<file path="src/hw/rtl/pt_ram.sv">
`default_nettype none
module pt_ram #(
	parameter int W = 8,
	parameter int D = 256,
	parameter int AW = $clog2(D)
) (
	input  wire logic          clk,
	input  wire logic          we,
	input  wire logic [AW-1:0] waddr,
	input  wire logic [W-1:0]  wdata,
	input  wire logic          re,
	input  wire logic [AW-1:0] raddr,
	output logic      [W-1:0]  rdata
);
	logic [W-1:0] mem [D];

	always_ff @(posedge clk) begin
		if (we) begin
			mem[waddr] <= wdata;
		end
	end

	always_ff @(posedge clk) begin
		if (re) begin
			rdata <= mem[raddr];
		end
	end
endmodule
`default_nettype wire

</file>
<file path="config.mk">
export PLATFORM = sky130hd
export DESIGN_NAME = pt_ram
export DESIGN_NICKNAME = d
export VERILOG_FILES = /design/src/hw/rtl/pt_ram.sv
export SDC_FILE = /design/constraint.sdc
export NUM_CORES = 2
export LEC_CHECK = 0
export BUFFER_PORTS_ARGS = -buffer_cell sky130_fd_sc_hd__buf_2
export CAP_MARGIN = 20
export CORE_ASPECT_RATIO = 1.25
export CORE_UTILIZATION = 40
export CTS_CLUSTER_SIZE = 8
export DETAILED_ROUTE_END_ITERATION = 16
export GPL_TIMING_DRIVEN = 0
export HOLD_SLACK_MARGIN = 0.02
export SLEW_MARGIN = 20
export SYNTH_ARGS = -nofsm -noshare
export SYNTH_HDL_FRONTEND = slang
export SYNTH_SLANG_ARGS = --single-unit
</file>
<file path="constraint.sdc">
create_clock -name clk -period 4.05 [get_ports clk]
set_input_delay 0.6075 -clock clk [delete_from_list [all_inputs] [get_ports clk]]
set_output_delay 0.6075 -clock clk [all_outputs]
set_load 0.02 [all_outputs]
</file>
; ---- After elaboration in Yosys (flattened, before gate mapping)
; Memory sizes are Yosys's and may differ from the RTL's. A register that Yosys moved wholly into a read port is not among the register bits.
; Cells that the tools add are included.
[op_classes]
n_div = 0
n_reduce_logical = 0
multipliers = 0
magnitude_cmp = 0
n_eq_ne = 0
mux = 2
addsub = 0
n_shift = 0
bitwise = 0
[ops]
columns = op, count
row1 = $mux 1, 2
[word_totals]
mem_bits_rw = 2048
rom_bits = 0
latch_bits = 0
n_memories = 1
wordCells = 3
reg_bits = 0
[mem_list]
columns = name, depth, word_bits, read_ports, rd_clocked_by_memory_dff, wr, line
row1 = mem, 256, 8, 1, 1, 1, 15  ; logic [W-1:0] mem [D];

; ---- Depth between registers and ports, before layout
[depth]
depth_word = 2
depth_mapped = 11
mapped_depth_nobuf = 6

; ---- Worst setup path after synthesis
; No wires, ideal clock.
[synth_timing]
path_kind = input to register
start = in raddr[0]
end = reg rdata[2], read port of mem, data pin
stages = 9
arrival_ns = 2.415
setup_slack_ns = 1.366
n_path_buf = 4
path_cell_list = buf_6 > buf_12 > buf_8 > buf_2 > mux4_2 > a22oi_1 > a21oi_1 > nor4_1 > nor4_2
[synth_lines]
columns = item, line
row1 = start: declaration, 12  ; input wire logic [AW-1:0] raddr,
row2 = end: declaration, 13  ; output logic [W-1:0] rdata

==> out/metrics.cfg <==
[global_route]
overflow = 0
grt_pass1_wl_um = 337000
grt_pass1_vias = 42000
grt_use_total_pct = 24.6
grt_max_degree = 133
antenna_found_initial = 20

[synth]
synth_cell_types = 54
netlist_area_sq_mm = 0.0796
synth_edf_count = 2056
ys_ff_latch = 2056
syn_inst = 3733
yosys_warnings = 0
avgSynthCellArea_sq_um = 21.3
syn_nets = 3760
async_reset_ff_share_pct = 0
seq_area_frac_synth_pct = 77.5
synthFlopType = edfxtp_1

[sta]
post-route-period-util_pct = 108
fin_skew_ps = 34.6
slew_viol_final = 0
hold_viol = 0
worst_slew_pin_slew_ps = 1360
post-route-min-period_ps = 4380
final.setup.worst_slack_ps = -326
fmax_mhz = 229
relSlewSlack_pct = 8.46
finalSetupViolCount = 5
rsz0062_at_grt = no

[die]
die_h_um = 501
io_pins = 35
core_area_sq_mm = 0.197
die_area_sq_mm = 0.201
start_util_pct = 40.4
std_cell_rows = 182
die_w_um = 401

[drt]
wl_per_cell_um = 37.0
via_per_inst = 6.20
ant_nets = 0
via_count = 41600
first_pass_iters = 5
drc = 0
wirelength_um = 248000
drt_iter0_markers = 5641

[worst_setup_path]
r2r_slack_ps = 600
end_kind = register
crit_chain = buf_2, clkbuf_1, buf_8, clkdlybuf4s15_1, nand2_1, o21ai_0, a2111oi_1, nor3_1, nor4_2
cpPeakStageDelay_ps = 1040
arrival_ps = 4950
r2r-start = mem[161][4]
worstPathRequired_ps = 4620
startpoint_type = input pin
cp_max_fo = 10
ff2ff_path_depth = 6
r2r_end = rdata[4]
critical_path_class = input pin to register
cp_slowest_cell = a2111oi_1

[cts]
path_clk_slew_ps = 50
cts_tree = built
cts_sinks = 2056
cts.htree.levels = 5
root_buffer = clkbuf_16
cts-buffers-inserted = 308
cts_buffer_depth = 4
clock_latency_ps = 940

[placed_design]
place_area_sq_mm = 0.0839
gp_congestion = 1.08
portBuffers = 27
dp_slack_ps = -1140
dp_hpwl_um = 166000

[power_and_ir_drop]
p_leak_nw = 28.5
vdd_drop_max_v = 0.000500
power_mw = 48.1
p_per_area_mw_per_mm2 = 523

[status]
outcome = finished with violations
failed_checks = negative setup slack

[layout]
nNetsFinal = 4131
fin_area_sq_mm = 0.0920
drive_above_1_share_pct = 24.6
area_growth_pct = 15.5

[flow_run]
maxCapViolCount = 0

[min_path]
min_delay_path_depth = 1
hold_start = wdata[7]
hold_end = mem[80][7]
min_path_type = input pin to register

-- stage by stage --
| step | TNS [ps] | hold WS [ps] | utilization (%) | instances |
|---|---|---|---|---|
| 2_1_floorplan | 0 | 706 | - | 3733 |
| 3_3_place_gp | -1861320 | 941 | 42.1 | 6336 |
| 3_5_place_dp | -9160 | 898 | 42.5 | 6366 |
| 4_1_cts | 0 | 54.9 | 46.6 | 6694 |
| 5_1_grt | 0 | 80.5 | 46.7 | 6698 |
| 6_report | -931 | 86.2 | 46.7 | 6706 |
-- routing by layer --
metal | GRT usage [%] | up-vias | wire length, um
met4 | 15.4 | 16 | 16700
met3 | 5.90 | 625 | 23300
met2 | 38.9 | 2450 | 117000
li1 | - | 16400 | -
met5 | 0 | - | 110
met1 | 30.5 | 22100 | 90300
-- kinds of logic (layout without fill, tap and decap cells) --
group | Yosys count | in the layout | synth area share, %
AOI/OAI and AO/OA | 385 | 385 | 3.42
buffers and inverters | 235 | 621 | 1.83
muxes | 591 | 591 | 14.6
other | 0 | 11 | 0
DFF | 2056 | 2056 | 77.5
and+or+nand+nor | 466 | 466 | 2.63
-- layout make-up --
type / count / area, sq um
Multi-Input combinational cell: 1442 / 16600
Sequential cell: 2056 / 61700
Tap cell: 2576 / 3220
Buffer: 233 / 1520
Clock inverter: 11 / 100
Antenna cell: 11 / 27.5
Fill cell: 16200 / 105000
Clock buffer: 314 / 7840
Timing Repair Buffer: 61 / 961
Inverter: 2 / 7.51
-- worst max-delay path by stage --
stage                     cells after the start     start  endpoint  slack [ps]
after detailed placement                      9  raddr[2]  rdata[4]       -1140
after global placement                        9  raddr[4]  rdata[4]       -1930
after global routing                          9  raddr[1]  rdata[4]           7
after CTS                                     9  raddr[2]  rdata[7]         0.2
after floorplan                               9  raddr[0]  rdata[2]        1370
final                                         9  raddr[3]  rdata[4]        -330
-- power breakdown --
part	internal [mW]	total, mW	switching (mW)
Combinational	0.793	2.60	1.80
Sequential	23.5	23.5	0.0120
Clock	13.5	22.0	8.52
Total	37.8	48.1	10.3
-- repair_timing --
| action | in CTS | in global routing |
|---|---|---|
| resized for setup | 6 | 29 |
| endpoints found under the setup margin | 6 | 8 |
| endpoints found under the hold margin | 36 | 0 |
| hold buffers | 3 | 0 |
| setup buffers | 0 | 0 |
-- sequential cells by signal, summed over array words and instances (netlist names) --
register / cells
mem: 2048
rdata: 8
-- cells in the final DEF (no fill, tap or decap), types with 14 or more instances in the layout --
cell type     n
edfxtp_1   2056
mux4_2      454
clkbuf_16   313
nor2_1      275
mux2i_1     134
a22oi_1     133
a21oi_1      96
clkbuf_1     71
buf_2        58
o221ai_1     46
clkbuf_2     40
nand3_1      34
nand2_1      33
buf_4        31
nor2b_1      30
o22ai_1      28
buf_8        22
buf_16       22
buf_6        21
nor3_1       20
a211oi_1     16
buf_1        14
-- cell usage after synthesis, types with 3 or more instances --
| library cell | n | area (sq um) |
|---|---|---|
| buf_12 | 8 | 160 |
| nor2b_1 | 31 | 194 |
| edfxtp_1 | 2056 | 61700 |
| o21ai_0 | 10 | 50.1 |
| o32ai_1 | 4 | 35.0 |
| nor3_1 | 22 | 110 |
| a21oi_1 | 96 | 480 |
| nor2_1 | 282 | 1060 |
| nand2b_1 | 8 | 50.1 |
| buf_8 | 13 | 195 |
| nand4_1 | 10 | 62.6 |
| nor4_2 | 3 | 37.5 |
| a22oi_1 | 133 | 998 |
| nand3_1 | 34 | 170 |
| buf_1 | 22 | 82.6 |
| a211oi_1 | 16 | 120 |
| and2_1 | 6 | 37.5 |
| mux2i_1 | 134 | 1340 |
| o22a_1 | 5 | 43.8 |
| buf_2 | 31 | 155 |
| buf_6 | 21 | 236 |
| mux4_2 | 454 | 10200 |
| a22o_1 | 8 | 70.1 |
| nor4_1 | 24 | 150 |
| nand2_1 | 33 | 124 |
| buf_4 | 27 | 203 |
| or2_2 | 4 | 25.0 |
| a221oi_1 | 13 | 114 |
| clkbuf_1 | 111 | 417 |
| o22ai_1 | 28 | 175 |
| o211ai_1 | 10 | 75.1 |
| o221ai_1 | 46 | 403 |
-- worst max-delay path, delay by kind of cell --
kind / cells / cell delay [ps]
buffers and inverters: 4 / 1460
AO/OA/AOI/OAI: 2 / 1270
AND/OR/NAND/NOR: 3 / 1590
Note: power is estimated with default switching activity, not from simulation.
